**config.mk**
```make
export PLATFORM = sky130hd
export DESIGN_NAME = pcf_front
export DESIGN_NICKNAME = d
export VERILOG_FILES = /design/src/pcf_pkg.sv /design/src/pcf_front.sv
export SDC_FILE = /design/constraint.sdc
export NUM_CORES = 1
export LEC_CHECK = 0
export ABC_AREA = 1
export BUFFER_PORTS_ARGS = -buffer_cell sky130_fd_sc_hd__buf_2
export CORE_MARGIN = 5
export CORE_UTILIZATION = 40
export CTS_BUF_LIST = sky130_fd_sc_hd__clkbuf_8
export CTS_CLUSTER_DIAMETER = 100
export CTS_CLUSTER_SIZE = 14
export DETAILED_ROUTE_END_ITERATION = 7
export MAX_ROUTING_LAYER = met4
export PLACE_DENSITY = 0.71
export SETUP_SLACK_MARGIN = 0.2
export SLEW_MARGIN = 40
export SYNTH_ARGS = -nofsm -noshare
export SYNTH_HDL_FRONTEND = slang
export SYNTH_SLANG_ARGS = --single-unit
```
**constraint.sdc**
```tcl
create_clock -name clock -period 19.1 [get_ports clock]
set_input_delay 0.955 -clock clock [delete_from_list [all_inputs] [get_ports clock]]
set_output_delay 0.955 -clock clock [all_outputs]
set_load 0.03 [all_outputs]
```
**src/pcf_pkg.sv**
```systemverilog
// Shared types and constants of the PCIe configuration access filter.
// No dependencies; the top level, front end, back end and testbench import this package.
`timescale 1ns / 1ps
`default_nettype none

package pcf_pkg;

   typedef enum logic [1:0] {
      KIND_READ  = 2'd0,
      KIND_WRITE = 2'd1,
      KIND_LOAD  = 2'd2,
      KIND_NOP   = 2'd3
   } pcf_kind_type;

   typedef enum logic [1:0] {
      CSR_BUS_FIRST = 2'd0,
      CSR_BUS_LAST  = 2'd1,
      CSR_LIST_LEN  = 2'd2
   } pcf_csr_type;

   typedef enum logic [1:0] {
      ST_IDLE,
      ST_WALK,
      ST_REPLY
   } pcf_state_type;

   localparam logic [2:0] SIZE_BYTE = 3'd1;
   localparam logic [2:0] SIZE_HALF = 3'd2;
   localparam logic [2:0] SIZE_WORD = 3'd4;

   localparam int CSR_INDEX_W = 2;
   localparam int CSR_DATA_W  = 13;
   localparam int CODE_W      = 28;
   localparam int INDEX_W     = 12;

   typedef struct packed {
      logic [1:0]         func;
      logic [7:0]         bus_number;
      logic [4:0]         device_number;
      logic [2:0]         function_number;
      logic [11:0]        register_offset;
      logic [2:0]         access_size;
      logic [31:0]        write_value;
      logic [31:0]        current_word;
      logic [INDEX_W-1:0] entry_index;
      logic [CODE_W-1:0]  entry_code;
   } pcf_req_type;

   typedef struct packed {
      logic              accepted;
      logic              target_root_port;
      logic [CODE_W-1:0] access_address;
      logic              write_enable;
      logic [31:0]       write_data;
      logic [31:0]       read_data;
   } pcf_rsp_type;

   // classified word handed from the front to the back
   typedef struct packed {
      pcf_kind_type       kind;
      logic               bus_ok;
      logic               bdf_zero;
      logic               size_ok;
      logic [CODE_W-1:0]  code;
      logic [CODE_W-1:0]  offset;
      logic [2:0]         size;
      logic [31:0]        write_value;
      logic [31:0]        current_word;
      logic [INDEX_W-1:0] entry_index;
      logic [CODE_W-1:0]  entry_code;
   } pcf_cmd_type;

endpackage

`default_nettype wire

```
**src/pcf_front.sv**
```systemverilog
// Front end: accepts request words, classifies them, and queues them for the back end.
// Depends on pcf_pkg.
`timescale 1ns / 1ps
`default_nettype none

module pcf_front
   import pcf_pkg::*;
(
   input  wire logic        clock,
   input  wire logic        reset,
   input  wire logic        req_valid,
   output logic             req_stall,
   input  wire pcf_req_type req_word,
   input  wire logic [7:0]  bus_first,
   input  wire logic [7:0]  bus_last,
   output logic             q_valid,
   output pcf_cmd_type      q_cmd,
   input  wire logic        q_pop
);

   pcf_cmd_type cmd_in;
   pcf_cmd_type q_ff [2];
   logic        wr_ptr_ff, wr_ptr_in;
   logic        rd_ptr_ff, rd_ptr_in;
   logic [1:0]  cnt_ff, cnt_in;
   logic        push;
   logic [7:0]  bus_rel;

   assign bus_rel = req_word.bus_number - bus_first;

   always_comb begin
      cmd_in.kind         = pcf_kind_type'(req_word.func);
      cmd_in.bus_ok       = (req_word.bus_number >= bus_first) &&
                            (req_word.bus_number <= bus_last);
      cmd_in.bdf_zero     = (req_word.bus_number == 8'd0) &&
                            (req_word.device_number == 5'd0) &&
                            (req_word.function_number == 3'd0);
      cmd_in.size_ok      = (req_word.access_size == SIZE_BYTE) ||
                            (req_word.access_size == SIZE_HALF) ||
                            (req_word.access_size == SIZE_WORD);
      cmd_in.code         = {req_word.bus_number, req_word.device_number,
                             req_word.function_number, 12'd0};
      cmd_in.offset       = {bus_rel, req_word.device_number,
                             req_word.function_number, req_word.register_offset};
      cmd_in.size         = req_word.access_size;
      cmd_in.write_value  = req_word.write_value;
      cmd_in.current_word = req_word.current_word;
      cmd_in.entry_index  = req_word.entry_index;
      cmd_in.entry_code   = req_word.entry_code;
   end

   assign req_stall = (cnt_ff == 2'd2);
   assign push      = req_valid && !req_stall;
   assign q_valid   = (cnt_ff != 2'd0);
   assign q_cmd     = q_ff[rd_ptr_ff];

   always_comb begin
      wr_ptr_in = push  ? !wr_ptr_ff : wr_ptr_ff;
      rd_ptr_in = q_pop ? !rd_ptr_ff : rd_ptr_ff;
      cnt_in    = cnt_ff + 2'(push) - 2'(q_pop);
   end

   always_ff @(posedge clock) begin
      if (reset) begin
         wr_ptr_ff <= 1'b0;
         rd_ptr_ff <= 1'b0;
         cnt_ff    <= 2'd0;
      end else begin
         wr_ptr_ff <= wr_ptr_in;
         rd_ptr_ff <= rd_ptr_in;
         cnt_ff    <= cnt_in;
      end
   end

   always_ff @(posedge clock) begin
      if (push) begin
         q_ff[wr_ptr_ff] <= cmd_in;
      end
   end

endmodule

`default_nettype wire

```
==> results of run 1 <==
==> where the power goes <==
part | total, mW | switching (mW) | internal [mW]
clock network | 0.326 | 0.202 | 0.124
registers | 0.817 | 0.0156 | 0.802
logic | 0.310 | 0.209 | 0.101
total | 1.45 | 0.426 | 1.03
==> through the flow <==
| stage | instance area (sq um) | std cells |
|---|---|---|
| finish | 14100 | 1352 |
| global route | 14100 | 1352 |
| CTS | 14090 | 1349 |
| detailed placement | 13660 | 1303 |
| global placement | 13590 | 1300 |
| floorplan | 11790 | 633 |
==> cell usage after synthesis (3+ instances only) <==
library cell  instances  area share [%]
ha_1                 18             1.9
buf_6                12             1.2
edfxtp_1            296              76
a21oi_1               9            0.38
nand2_1              34             1.1
xor2_1                3            0.22
inv_1                34             1.1
nor4_1                4            0.21
mux2_2              149              14
nor2_1               16            0.51
nand3_1               4            0.17
buf_4                22             1.4
xnor2_1               3            0.22
dfxtp_1               5            0.85
==> routing by layer <==
metal / vias up / share of wire [%]
met4: 0 / 2.3
met3: 31 / 8.3
met1: 3076 / 41
li1: 2958 / -
met2: 252 / 49
met5: - / 0
==> cell families after synthesis <==
logic type,Yosys count,share of synthesized area [%]
DFF,301,76.50
muxes,149,14.28
buffers and inverters,70,3.727
and+or+nand+nor,63,2.268
adders and majority gates,19,2.087
AOI/OAI and AO/OA,13,0.6603
xor gates and xnor gates,6,0.4473
other,1,0.03191
==> sequential cells by signal, indices dropped and copies added (netlist names), named ones only <==
register,flops
wr_ptr_ff,1
cnt_ff,2
q_ff,296
rd_ptr_ff,1
==> layout by cell type, fill, tap and decap left out <==
cell type / count
xor2_1: 3
nor2_1: 14
nor3b_1: 2
inv_1: 53
dfxtp_1: 4
a21o_1: 1
or2_2: 1
diode_2: 3
o21ai_2: 2
nand3_1: 4
buf_4: 1
nand2_1: 34
fa_1: 1
buf_8: 1
buf_12: 2
edfxtp_1: 296
o21a_1: 1
nor4_1: 4
clkinvlp_4: 1
conb_1: 12
xnor2_1: 3
a21oi_1: 9
buf_6: 4
buf_2: 314
mux2_2: 149
nor2_4: 2
ha_1: 18
inv_6: 1
clkbuf_8: 25
dfxtp_4: 1
nand4_1: 2
==> cell type report <==
| class | instances | area [sq um] |
|---|---|---|
| Inverter | 34 | 127.6 |
| Timing Repair Buffer | 322 | 1679 |
| Multi-Input combinational cell | 262 | 2380 |
| Clock inverter | 21 | 87.58 |
| Antenna cell | 3 | 7.507 |
| Tap cell | 384 | 480.5 |
| Fill cell | 2498 | 14760 |
| Clock buffer | 25 | 344.1 |
| Sequential cell | 301 | 8992 |
==> worst max-delay path: stages, from the launching register on <==
cell and delay (ns):
dfxtp_4 0.57, buf_12 0.23, buf_6 0.55, mux2_2 0.42, buf_2 0.18
==> path summary, 6_finish.rpt <==
kind / depth (start not counted) / slack, ns / from / endpoint
worst max-delay path: 4 / 15.54 / flip-flop / q_cmd[110]
worst min-delay path: 2 / 0.53 / rd_ptr_ff$_SDFFE_PP0P_ / flip-flop
worst max register to register: 4 / 17.03 / cnt_ff[1]$_SDFF_PP0_ / q_ff[1][107]$_DFFE_PP_
worst min register to register: 2 / 0.53 / rd_ptr_ff$_SDFFE_PP0P_ / flip-flop
==> run summary, run 1 <==
The transition time at the pin with the least slew margin is 0.7403 ns. Detailed placement finished with a half-perimeter wire length of 17.06 mm. In this run the mean area of a mapped cell was 18.89 sq um.

TritonCTS built the clock tree. In this run, CTS created clock tree buffers numbering 25. The number of antenna violations at the first check in global routing came to 3.

The level count of the clock H-tree is 1. STA classifies the critical path startpoint as a flip-flop. For this configuration, the core starts out at a cell density of 40.72%.

The worst clock skew is between 0.02 and 0.025 ns. Pin placement for this block handled 327 I/O pins. The maximum buffer depth of the clock tree is 3. In the final layout, the share of cells above drive strength 1 is 52.23%. Counting flops with an async set or reset pin after synthesis yields a share of 0%.

The routed wire length per instance is about 18 microns. The root buffer selected by CTS is clkbuf_8. The number of global-route vias before repair came out at 6627. The post-route worst hold slack is 0.5316 ns.

The period utilization came out at a little under a fifth. The overall die width is ~180 microns. The global routing stage identified its most utilized layer as met2.

The met1 global-route usage came out at 17.81%. The largest vdd supply drop is 68.39 uV. The worst hold path belongs to the class reg -> reg. The register bit total from synthesis is 301. For the worst setup path, the data required time is about 18 ns.

The layout net count is 1122. Once the clock tree was built, the resizer swapped 0 gates to a different size. The clock net sink count came out at 301. The site row count is a little over 60. Yosys mapped a number of flops with a built-in enable equal to 296. The final estimated routing congestion in global placement is 0.8242. The cell count after synthesis came out at 622. The yosys synthesis warning count is 0.

The floorplan core area is 0.02886 sq mm. The total overflow left after global routing is 0. The maximum clock frequency came out at 0.2813 GHz. The proportion of synthesized chip area in sequential cells came out at 76.50%.

The number of vias per cell is around 4.7. The final worst-path setup slack came out at 15.54 ns. The time the worst path needs with I/O delays and setup came out at 3.555 ns. The count of final setup violators came out at 0. Setup repair after global routing left no endpoint under its margin.

In this run the remaining antenna-violating nets after routing total 0. The iteration-0 DRC count of the detailed router is 295. The number of remaining DRC errors is 0. The leakage component of the power came out at ~5.5 nW. The number of pins exceeding their max-slew limit in the final report is 0. The total via count in the routed design is 6317. The number of hold violations in the final report is 0. Global routing consumed, on the met2 layer, 24.15% of the routing resources. The synthesized netlist occupies a cell area of 0.01175 sq mm. The total track usage is ~14%. The worst setup timing slack at the placement stage is 16.10 ns. The count of different cell masters after synthesis is 23.

The setup path with the least slack is of type reg -> out. The die boundary height came out at 181.4 microns. STA classifies the critical path endpoint as an output port. Wires add up to 24.14 mm. The tightest slew margin relative to the limit is 50.65%. The clock latency on the worst-skew pair came out at 0.56 ns. The pre-antenna-repair detailed-routing pass consisted of 4 iterations. The area of the die is 0.03290 sq mm.

The number of input and output port buffers inserted came out at 314. The first global-routing pass estimated 37.11 mm of wire. The critical path data arrival time came out at 2.60 ns. Global routing used 4.022% of the available met3 tracks. The maximum fanout along the worst path came out at 75. The total power density per cell area is 103.0 mW/mm^2. The relative area change from synthesis to final layout is 19.99%. The run finished with clean final reports. The pin count of the biggest net entering global routing is 77. Buffers added to address setup during post-CTS repair amount to 0.

The setup total negative slack is 0 ns. The clock transition at the registers of the reported paths is ~0.09 ns. The overall power after layout is between 1 and 1.5 mW. For this design, the CTS-stage hold fixing added 0 buffers. The most used flip-flop cell after synthesis is edfxtp_1.

The final cell utilization of the core is 48.86%. The number of max-cap violations is 0.
(Power assumes the default switching activity.)
==> run 2: changes to the inputs <==
Settings changed: ABC_AREA 1 to 0, PLACE_DENSITY 0.71 to 0.73.
Clock period 19.1 ns to 3.2 ns, I/O delays scaled along.
==> run summary, run 2 <==
The total track usage is 15.34% (+0.87 points). The average size of a mapped cell came out at 19.73 sq um (+4.4%). The flow ran to the end, and the final reports show no timing, DRC or antenna violations.

The floorplan core area is 0.02878 sq mm (-0.27%). The number of filler cells placed in the layout came out at 2247 (-10%). The total global routing overflow is 0 (unchanged).

The die boundary height is 181.0 microns (-0.21%). The final estimated routing congestion in global placement is 0.8018 (-2.7%). The fraction of layout instances using a drive strength above 1 is 47.80% (-4.4 points).

The critical path is of the reg -> out type. The largest vdd supply drop is 451.4 uV (+560%). The cell area after synthesis came out at 0.01170 sq mm (-0.44%). Setup repair after global routing left no endpoint under its margin.

The area used by multi-input combinational logic is 0.002444 sq mm (+2.7%). The most flop-heavy register is q_ff. The worst clock skew is 0.02431 ns (+0.001367 ns). The global-route wire length before repair is 39.65 mm (+6.9%). In the final layout, the registers with the most flip-flops are q_ff (296), cnt_ff (2). The number of gates resized after CTS came out at 0 (unchanged). The final worst-path setup slack came out at 0.7561 ns (-14.79 ns). The overall die width came to 181.0 microns (-0.21%).

The worst setup timing slack at the placement stage came out at 1.197 ns (-14.90 ns). The number of buffers inserted by post-CTS setup repair is 0 (unchanged). The count of different cell masters after synthesis came out at 35 (+52%). The routed wire length per instance came to 17.78 microns (-0.41%). The number of input and output port buffers inserted was 314 (unchanged). STA classifies the critical path startpoint as a flip-flop. The area of the die is 0.03277 sq mm (-0.41%). The number of max-cap violations came out at 0 (unchanged).

The number of pins exceeding their max-slew limit in the final report is 0 (unchanged). The number of remaining DRC errors is 0 (unchanged). The number of iterations in the first detailed-routing pass came out at 5 (+1). The maximum fanout along the worst path came out at 81 (+8.0%). The number of hold violations in the final report came out at 0 (unchanged).

The register-to-register setup slack came out at 1.66 ns (-15.37 ns). The number of antenna violations at the first check in global routing came to 2 (-1). The level count of the clock H-tree is 1 (unchanged). The proportion of synthesized chip area in sequential cells is 76.83% (+0.34 points). The count of final setup violators is 0 (unchanged). The number of global-route vias before repair came out at 7301 (+10%).

In the synthesized netlist the dominant register cell turns out to be edfxtp_1. The post-synthesis async set-or-reset flop share is 0% (unchanged). STA classifies the critical path endpoint as an output port. The critical path data arrival time is 2.28 ns (-0.32 ns).

Leaving out fill and tap cells, the most frequent cell in the layout is buf_2. The maximum buffer depth of the clock tree is 3 (unchanged). Subtracting the final worst setup slack from the clock period gives 2.444 ns. The number of vias per cell is 4.648 (-0.51%). The clock latency on the worst-skew pair is 0.56 ns (about the same).

The number of flip-flops under the largest register name was 296 (unchanged). The transition time at the pin with the least slew margin came to 0.5044 ns (-0.2359 ns). The yosys synthesis warning count came out at 0 (unchanged).

The min-delay analysis places its worst path in the category in -> reg. Ranked by total cell area, the synthesized netlist is headed by edfxtp_1, mux2_2, buf_4. The number of buffers created by CTS came out at 25 (unchanged).

The clock transition at the registers of the reported paths is 0.09 ns (about the same). In the layout the commonest cells are buf_2, edfxtp_1, mux2_2, dlygate4sd3_1, inv_1. The maximum clock frequency is just over 0.4 GHz. The total power density per cell area came out at 630.3 mW/mm^2 (+510%). The pin count of the biggest net entering global routing is 86 (+12%).

The clock net sink count is 301 (unchanged). The tightest slew margin relative to the limit is 66.37% (+16 points). The area share of the largest cell type after synthesis came to 75.98% (+0.33 points). In the synthesized netlist, the cells that appear most often are edfxtp_1, mux2_2, buf_4. The register bit total from synthesis was 301 (unchanged). The register area came out at 0.008994 sq mm (about the same). The period utilization came out at ~76%. The cell taking the most area after synthesis is edfxtp_1.

The count of flip-flops with a built-in enable after synthesis is 296 (unchanged). The initial core utilization came out at 40.65% (-0.068 points). The HPWL reported at the end of detailed placement came to 16.34 mm (-4.2%). The iteration-0 DRC count of the detailed router is 285 (-3.4%).

The total via count in the routed design came to 6754 (+6.9%). The cell count after synthesis came out at 593 (-4.7%). The I/O pin count was 327 (unchanged).

The site row count came out at 62 (unchanged). Clock tree synthesis selected as its root buffer the cell clkbuf_8. The final cell utilization of the core is 53.83% (+5.0 points). The TritonCTS clock tree is yes.

The leakage component of the power is 5.940 nW (+8.5%). The total wire length after detailed routing is 25.84 mm (+7.0%). The relative area change from synthesis to final layout is 32.44%. The most common cell in the synthesized netlist is edfxtp_1. The residual antenna-violating net count after detailed routing is 0 (unchanged).

The setup total negative slack came out at 0 ns (unchanged). The critical path required time came out at 3.04 ns (-15.11 ns). The layout net count came out at 1233 (+9.9%).
[run 2: changes by cell type in the layout (fill, tap and decap cells not counted), sizes merged, moves of 2 or more]
cell	delta
dlygate4sd3	+141
nand2	-29
inv	-23
nand3b	+3
nor2	-3
nor2b	+3
xnor2	+3
a21oi	-2
nand2b	+2
nor3b	-2
o2111ai	+2
[run 2: metrics by stage]
step                      hold WS (ns)  instance area [sq um]  total power, mW  instances
final                          0.07825                  15490            9.766       1453
after global routing           0.04201                  15490            10.25       1453
after CTS                      0.02040                  15490            9.889       1451
after detailed placement        0.3512                  13680            7.831       1273
after global placement          0.3477                  13680            7.774       1273
after floorplan                 0.2242                  11770            7.079        604
[run 2: cell families after synthesis]
kind of cell,Yosys count,share of synthesized area [%]
flip-flops,301,76.83
other,1,0.03205
XOR/XNOR,10,0.7486
AND/OR/NAND/NOR,39,1.829
multiplexers,150,14.46
adder cells (fa/ha/maj),19,2.096
buffers and inverters,56,2.866
AO/OA/AOI/OAI,17,1.134
[run 2: final timing paths]
| kind | endpoint | cells past startpoint | from |
|---|---|---|---|
| worst min-delay path | q_ff[0][128]$_DFFE_PP_ | 3 | bus_first[1] |
| worst max register to register | q_ff[0][43]$_DFFE_PP_ | 4 | cnt_ff[0]$_SDFF_PP0_ |
| worst min register to register | flip-flop | 2 | rd_ptr_ff$_SDFFE_PP0P_ |
| worst max-delay path | q_cmd[33] | 3 | flip-flop |
[run 2: metal layers]
metal / wire length (microns) / part of all wire (%) / up-vias / GRT usage (%)
li1: - / - / 3179 / -
met1: 10080 / 39 / 3272 / 18.29
met2: 13100 / 51 / 258 / 26.28
met3: 2071 / 8.0 / 45 / 3.982
met4: 591 / 2.3 / 0 / 3.723
met5: 0 / 0 / - / -
[run 2: layout make-up]
type / count / area share, %
Sequential cell: 301 / 58.05
Timing Repair Buffer: 462 / 20.00
Multi-Input combinational cell: 247 / 15.77
Tap cell: 384 / 3.101
Clock buffer: 25 / 2.221
Inverter: 20 / 0.4845
Clock inverter: 12 / 0.3473
Antenna cell: 2 / 0.03230
[run 2: critical path, cell delays in order, from the launching register on]
cell and delay, ns:
dfxtp_4 0.62, buf_12 0.40, mux2_2 0.41, buf_2 0.18
[run 2: what timing repair did]
action | 4_1_cts | 5_1_grt
setup endpoints to repair | 0 | 0
hold buffers | 141 | 0
endpoints found under the hold margin | 283 | 0
[run 2: power by group]
group	internal (mW)	leakage [nW]	switching (mW)
Combinational	0.914	2.90	1.75
Sequential	5.06	2.80	0.144
Clock	0.724	0.238	1.18
Total	6.70	5.94	3.07
